<file path="config.mk">
export PLATFORM = sky130hd
export DESIGN_NAME = lud_ctrl
export DESIGN_NICKNAME = d
export VERILOG_FILES = /design/src/lud_pkg.sv /design/src/lud_ctrl.sv
export VERILOG_INCLUDE_DIRS = /design/src /design/src/src
export SDC_FILE = /design/constraint.sdc
export NUM_CORES = 1
export LEC_CHECK = 0
export ABC_CLOCK_PERIOD_IN_PS = 2600
export BUFFER_PORTS_ARGS = -buffer_cell sky130_fd_sc_hd__buf_2
export CAP_MARGIN = 20
export CORE_MARGIN = 2
export CORE_UTILIZATION = 44
export DETAILED_ROUTE_END_ITERATION = 12
export GPL_TIMING_DRIVEN = 1
export PLACE_DENSITY_LB_ADDON = 0.15
export SLEW_MARGIN = 40
export SYNTH_ARGS = -nofsm -noshare
export SYNTH_HDL_FRONTEND = slang
export SYNTH_SLANG_ARGS = --single-unit
</file>
<file path="constraint.sdc">
create_clock -name clk -period 2.6 [get_ports clk]
set_clock_uncertainty 0.05 [all_clocks]
set_input_delay 0.13 -clock clk [delete_from_list [all_inputs] [get_ports clk]]
set_output_delay 0.13 -clock clk [all_outputs]
set_load 0.005 [all_outputs]
</file>
<file path="src/lens_undistort_nearest_remap_macros.svh">
// Assertion macros shared by the lens undistortion RTL.
`ifndef LENS_UNDISTORT_NEAREST_REMAP_MACROS_SVH
`define LENS_UNDISTORT_NEAREST_REMAP_MACROS_SVH

// Same-cycle implication, checked on every clock edge outside reset.
`define LUD_ASSERT_NOW(lbl, ante, cons, msg) \
  lbl: assert property (@(posedge clk) disable iff (rst) (ante) |-> (cons)) else $error(msg);

// Next-cycle implication, checked on every clock edge outside reset.
`define LUD_ASSERT_NEXT(lbl, ante, cons, msg) \
  lbl: assert property (@(posedge clk) disable iff (rst) (ante) |=> (cons)) else $error(msg);

`endif

</file>
<file path="src/lud_pkg.sv">
// Shared types, constants and microcode for the lens undistortion block.
package lud_pkg;

  localparam int FRAME_WIDTH_DEF  = 640;
  localparam int FRAME_HEIGHT_DEF = 480;

  localparam logic signed [31:0] Q_ONE = 32'sd1048576;
  localparam logic signed [31:0] Q_MAX = 32'sd8388607;
  localparam logic signed [31:0] Q_MIN = -32'sd8388608;

  // Divider runs one quotient bit per cycle over 23 bits
  localparam logic [4:0] DIV_CNT_LAST   = 5'd22;
  localparam logic [3:0] MICRO_LAST     = 4'd14;

  localparam logic [19:0] FOCAL_X_RST  = 20'd153600;
  localparam logic [19:0] FOCAL_Y_RST  = 20'd153600;
  localparam logic [17:0] CENTER_X_RST = 18'd81920;
  localparam logic [17:0] CENTER_Y_RST = 18'd61440;

  typedef enum logic [2:0] {
    CFG_FOCAL_X  = 3'd0,
    CFG_FOCAL_Y  = 3'd1,
    CFG_CENTER_X = 3'd2,
    CFG_CENTER_Y = 3'd3,
    CFG_K1       = 3'd4,
    CFG_K2       = 3'd5,
    CFG_P1       = 3'd6,
    CFG_P2       = 3'd7
  } cfg_idx_t;

  typedef enum logic [3:0] {
    MUL_NONE = 4'd0,
    MUL_XX   = 4'd1,
    MUL_YY   = 4'd2,
    MUL_XY   = 4'd3,
    MUL_R2R2 = 4'd4,
    MUL_K1R2 = 4'd5,
    MUL_K2R4 = 4'd6,
    MUL_P1XY = 4'd7,
    MUL_XRAD = 4'd8,
    MUL_P2SX = 4'd9,
    MUL_YRAD = 4'd10,
    MUL_P2XY = 4'd11,
    MUL_P1SY = 4'd12,
    MUL_FXXD = 4'd13,
    MUL_FYYD = 4'd14
  } mul_sel_t;

  typedef enum logic [3:0] {
    WB_NONE  = 4'd0,
    WB_XX    = 4'd1,
    WB_YY    = 4'd2,
    WB_XY    = 4'd3,
    WB_R4    = 4'd4,
    WB_T1    = 4'd5,
    WB_RAD   = 4'd6,
    WB_LOAD2 = 4'd7,
    WB_ADD   = 4'd8,
    WB_XD    = 4'd9,
    WB_LOAD  = 4'd10,
    WB_ADD2  = 4'd11,
    WB_YD    = 4'd12,
    WB_UD    = 4'd13,
    WB_VD    = 4'd14
  } wb_sel_t;

  typedef struct packed {
    mul_sel_t mul;
    wb_sel_t  wb;
  } micro_t;

  typedef struct packed {
    logic   capture;
    logic   mem_write;
    logic   div_load;
    logic   div_step;
    logic   div_store;
    logic   axis;
    micro_t micro;
    logic   addr_calc;
    logic   mem_read;
    logic   out_load;
  } cmd_t;

  typedef struct packed {
    logic out_free;
  } status_t;

  // Clamp to the signed Q4.20 range
  function automatic logic signed [23:0] sat24(input logic signed [31:0] v);
    logic signed [23:0] r;
    if (v > Q_MAX) begin
      r = Q_MAX[23:0];
    end else if (v < Q_MIN) begin
      r = Q_MIN[23:0];
    end else begin
      r = v[23:0];
    end
    return r;
  endfunction

  // Shared multiplier program: a product issued at one step is written back at the next
  function automatic micro_t micro_rom(input logic [3:0] step);
    micro_t m;
    case (step)
      4'd0:    m = '{mul: MUL_XX,   wb: WB_NONE};
      4'd1:    m = '{mul: MUL_YY,   wb: WB_XX};
      4'd2:    m = '{mul: MUL_XY,   wb: WB_YY};
      4'd3:    m = '{mul: MUL_R2R2, wb: WB_XY};
      4'd4:    m = '{mul: MUL_K1R2, wb: WB_R4};
      4'd5:    m = '{mul: MUL_K2R4, wb: WB_T1};
      4'd6:    m = '{mul: MUL_P1XY, wb: WB_RAD};
      4'd7:    m = '{mul: MUL_XRAD, wb: WB_LOAD2};
      4'd8:    m = '{mul: MUL_P2SX, wb: WB_ADD};
      4'd9:    m = '{mul: MUL_YRAD, wb: WB_XD};
      4'd10:   m = '{mul: MUL_P2XY, wb: WB_LOAD};
      4'd11:   m = '{mul: MUL_P1SY, wb: WB_ADD2};
      4'd12:   m = '{mul: MUL_FXXD, wb: WB_YD};
      4'd13:   m = '{mul: MUL_FYYD, wb: WB_UD};
      4'd14:   m = '{mul: MUL_NONE, wb: WB_VD};
      default: m = '{mul: MUL_NONE, wb: WB_NONE};
    endcase
    return m;
  endfunction

endpackage

</file>
<file path="src/lud_ctrl.sv">
// Controller state machine sequencing divider, multiplier program and frame read.
`include "lens_undistort_nearest_remap_macros.svh"

module lud_ctrl (
  input  logic             clk,
  input  logic             rst,
  input  logic             in_valid,
  input  logic             operation,
  output logic             in_stall,
  output lud_pkg::cmd_t    cmd,
  input  lud_pkg::status_t status
);

  typedef enum logic [7:0] {
    ST_IDLE      = 8'b0000_0001,
    ST_DIV_LOAD  = 8'b0000_0010,
    ST_DIV_RUN   = 8'b0000_0100,
    ST_DIV_STORE = 8'b0000_1000,
    ST_MICRO     = 8'b0001_0000,
    ST_ADDR      = 8'b0010_0000,
    ST_READ      = 8'b0100_0000,
    ST_FINISH    = 8'b1000_0000
  } state_t;

  state_t     state, state_next;
  logic [4:0] div_cnt, div_cnt_next;
  logic [3:0] step, step_next;
  logic       axis, axis_next;
  logic       accept;

  assign in_stall = (state != ST_IDLE);
  assign accept   = in_valid && (state == ST_IDLE);

  // Advance state and emit commands
  always_comb begin
    state_next   = state;
    div_cnt_next = div_cnt;
    step_next    = step;
    axis_next    = axis;
    cmd          = '0;
    cmd.axis     = axis;
    case (state)
      ST_IDLE: begin
        if (accept) begin
          if (operation) begin
            cmd.capture = 1'b1;
            axis_next   = 1'b0;
            state_next  = ST_DIV_LOAD;
          end else begin
            cmd.mem_write = 1'b1;
          end
        end
      end
      ST_DIV_LOAD: begin
        cmd.div_load = 1'b1;
        div_cnt_next = '0;
        state_next   = ST_DIV_RUN;
      end
      ST_DIV_RUN: begin
        cmd.div_step = 1'b1;
        div_cnt_next = div_cnt + 5'd1;
        if (div_cnt == lud_pkg::DIV_CNT_LAST) begin
          state_next = ST_DIV_STORE;
        end
      end
      ST_DIV_STORE: begin
        cmd.div_store = 1'b1;
        if (axis) begin
          step_next  = '0;
          state_next = ST_MICRO;
        end else begin
          axis_next  = 1'b1;
          state_next = ST_DIV_LOAD;
        end
      end
      ST_MICRO: begin
        cmd.micro = lud_pkg::micro_rom(step);
        step_next = step + 4'd1;
        if (step == lud_pkg::MICRO_LAST) begin
          state_next = ST_ADDR;
        end
      end
      ST_ADDR: begin
        cmd.addr_calc = 1'b1;
        state_next    = ST_READ;
      end
      ST_READ: begin
        cmd.mem_read = 1'b1;
        state_next   = ST_FINISH;
      end
      ST_FINISH: begin
        if (status.out_free) begin
          cmd.out_load = 1'b1;
          state_next   = ST_IDLE;
        end
      end
      default: begin
        state_next = ST_IDLE;
      end
    endcase
  end

  // Hold control state
  always_ff @(posedge clk) begin
    if (rst) begin
      state   <= ST_IDLE;
      div_cnt <= '0;
      step    <= '0;
      axis    <= 1'b0;
    end else begin
      state   <= state_next;
      div_cnt <= div_cnt_next;
      step    <= step_next;
      axis    <= axis_next;
    end
  end

  `LUD_ASSERT_NEXT(a_read_starts_x, accept && operation, state == ST_DIV_LOAD && !axis, "read did not start x division")
  `LUD_ASSERT_NEXT(a_y_then_micro, state == ST_DIV_STORE && axis, state == ST_MICRO && step == 4'd0, "micro program not entered after y")
  `LUD_ASSERT_NOW(a_out_free, cmd.out_load, status.out_free, "result loaded over a pending transaction")

endmodule

</file>
==> impl_metrics.yaml <==
outcome:
  status: "finished, final reports clean"
route:
  wire_per_inst_um: 12.9
  top_layer: "met4"
  num_vias: 1200
  wl_met2_um: 1390
  ant_nets: 0
  firstDrtPassIters: 4
  via_per_inst: 5.31
  wirelength_um: 2930
  drc_errors: 0
  met3WireLength_um: 75
  met1_length_um: 1420
  drt_iter0_markers: 42
floorplanning:
  floorplan.die_area_um2: 3840
  core_um2: 3280
  fp-row-count: 21
  fp.dieW_um: 62
  io_pins: 23
  start_util: 0.451
  die_y_um: 62
clock_network:
  path_clk_slew_ns: 0.16
  tritoncts: "built"
  clock-root-buffer: "clkbuf_4"
  post_cts_buffers: 0
  cts_sinks: 26
  insertion_delay_ns: 0.34
  clock_path_buffers: 2
  cts_resized: 0
  h-tree-depth: 1
  postCtsHoldBufs: 0
  cts_buffers: 3
logic_synthesis:
  synth-seq-cells: 26
  syn_avg_cell_area_um2: 9.37
  synthArstFlopShare: 0
  postSynthCellCount: 158
  synth_flop_cell: "dfxtp_1"
  synth_top_area_cell: "dfxtp_1"
  synth-edff-count: 0
  yosysSeqAreaShare: 0.352
  synth.most_common_cell: "dfxtp_1"
  synth.distinct_cells: 50
  synth_top_area_frac: 0.352
  ys_top_cells_by_area: "dfxtp_1 35%, ha_1 7.6%, nor2_1 5.3%"
  ys.warnings.count: 0
  syn_nets: 172
  synth_commonest_cells: "26 x dfxtp_1, 21 x nor2_1, 9 x a21oi_1, 9 x ha_1, 9 x inv_1"
  synthesis.area_um2: 1480
grt:
  grt_pass1_vias: 1034
  antenna_found_initial: 0
  gr-total-overflow: 0
  grt_max_degree: 20
  grt_usage: 0.165
  grt_pass1_wl_um: 4700
placement:
  dp.cells: 222
  dp_hpwl_um: 2240
  gp_congestion: 0.767
  numPortBuffers: 22
setup_path:
  cp-start-kind: "register"
  cp_cell_sequence: "nor4_4, and3_4, nor2_1, a211oi_2, inv_1, ha_1, mux2_4"
  arrival_ns: 2.60
  crit_fanout: 11
  critPathSlowestCell: "nor4_4"
  critPathKind: "register to register"
  worst-path-buf-inv: 1
  slowest_delay_ns: 0.46
  cp_data_required_time_ns: 2.77
  rrSetupSlack_ns: 0.18
  setup.worst_path.start: "state[1]"
  r2r_start: "state[1]"
  crit_family: "simple AND/OR/NAND/NOR gates"
  cp-end-kind: "register"
finish:
  drive_gt1_frac: 0.256
  antenna_cells: 0
  fin_nets: 195
  syn_to_final_growth_pct: 12.8
  fin_cells: 226
power:
  p_seq_frac: 0.508
  power_mw: 0.838
  intPower_mw: 0.618
  power.share.clock: 0.338
  vdd_drop_max_uv: 222
  leakage_nw: 0.710
  p_sw_frac: 0.263
  p_comb_frac: 0.154
  switchingPower_mw: 0.220
  powerDensity_nw_per_um2: 502
sta:
  final_max_slew_viol_count: 0
  max_freq_ghz: 0.413
  period_share: 0.931
  tightest_slew_ns: 0.578
  slew_headroom: 0.615
  min_period_ns: 2.42
  rsz0062_at_grt: "no"
  tns_ns: 0
  hold_viol: 0
  setup_viol: 0
worst_hold_path:
  hold_path.class: "input port to register"
  hold_start: "status"
flow_run:
  max_cap_viol_count: 0
## logic make-up after synthesis
kind of cell	Yosys count	share of synthesized area
AOI/OAI and AO/OA	34	0.192
adders and majority gates	9	0.0761
buffers and inverters	15	0.0507
DFF	26	0.352
muxes	5	0.0440
and+or+nand+nor	69	0.286
## per-layer routing
layer | vias to the layer above | GRT usage
li1 | 613 | -
met1 | 566 | 0.227
met2 | 17 | 0.259
met3 | 4 | 0.0228
met4 | 0 | 0.0669
met5 | - | 0
## cell type report
cell class              instances  area [um^2]
repair buffers                 23          118
flip-flops and latches         26          520
inverters                      10         37.5
fillers                       322         1610
clock buffers                   3         22.5
multi-input cells             117          885
clock inverters                 1         30.0
well taps                      46         57.6
## final timing paths
kind                endpoint  cells after the start
hold / removal      state[7]                      3
setup reg to reg    register                      7
hold reg to reg   div_cnt[4]                      1
setup / recovery    register                      7
## per-stage QoR
stage / hold WS (ns) / cell area (um^2) / utilization / setup slack (ns)
2_1_floorplan: 0.243 / 1480 / - / 0.371
6_report: 0.0375 / 1670 / 0.509 / 0.179
3_3_place_gp: 0.400 / 1620 / 0.493 / 0.313
4_1_cts: 0.0344 / 1670 / 0.509 / 0.183
3_5_place_dp: 0.411 / 1620 / 0.493 / 0.226
5_1_grt: 0.0568 / 1670 / 0.509 / 0.00175
## tightest hold or removal path, stage by stage
cell	delay, ns
buf_2	0.08
or3b_2	0.12
a211oi_1	0.06
## cells in the final DEF (no fill, tap or decap), drive strengths merged, types with 2 or more instances in the layout
cell,count
nand2,6
ha,9
a21boi,2
inv,10
nand3b,3
o21ai,4
or4,2
clkbuf,3
buf,23
a21oi,9
a31oi,2
a41oi,3
a211oi,6
and2,8
nor2b,4
mux2,3
dfxtp,26
nor4,2
or2b,2
nor2,22
nand4b,3
nand3,7
mux2i,2
## power by group through the flow
stage | Sequential (mW) | Combinational [mW] | Clock (mW)
global placement | 0.433 | 0.128 | 0
detailed placement | 0.434 | 0.129 | 0
floorplan | 0.431 | 0.0951 | 0
finish | 0.425 | 0.129 | 0.283
CTS | 0.425 | 0.129 | 0.290
global route | 0.427 | 0.149 | 0.305
(Power assumes the default switching activity.)
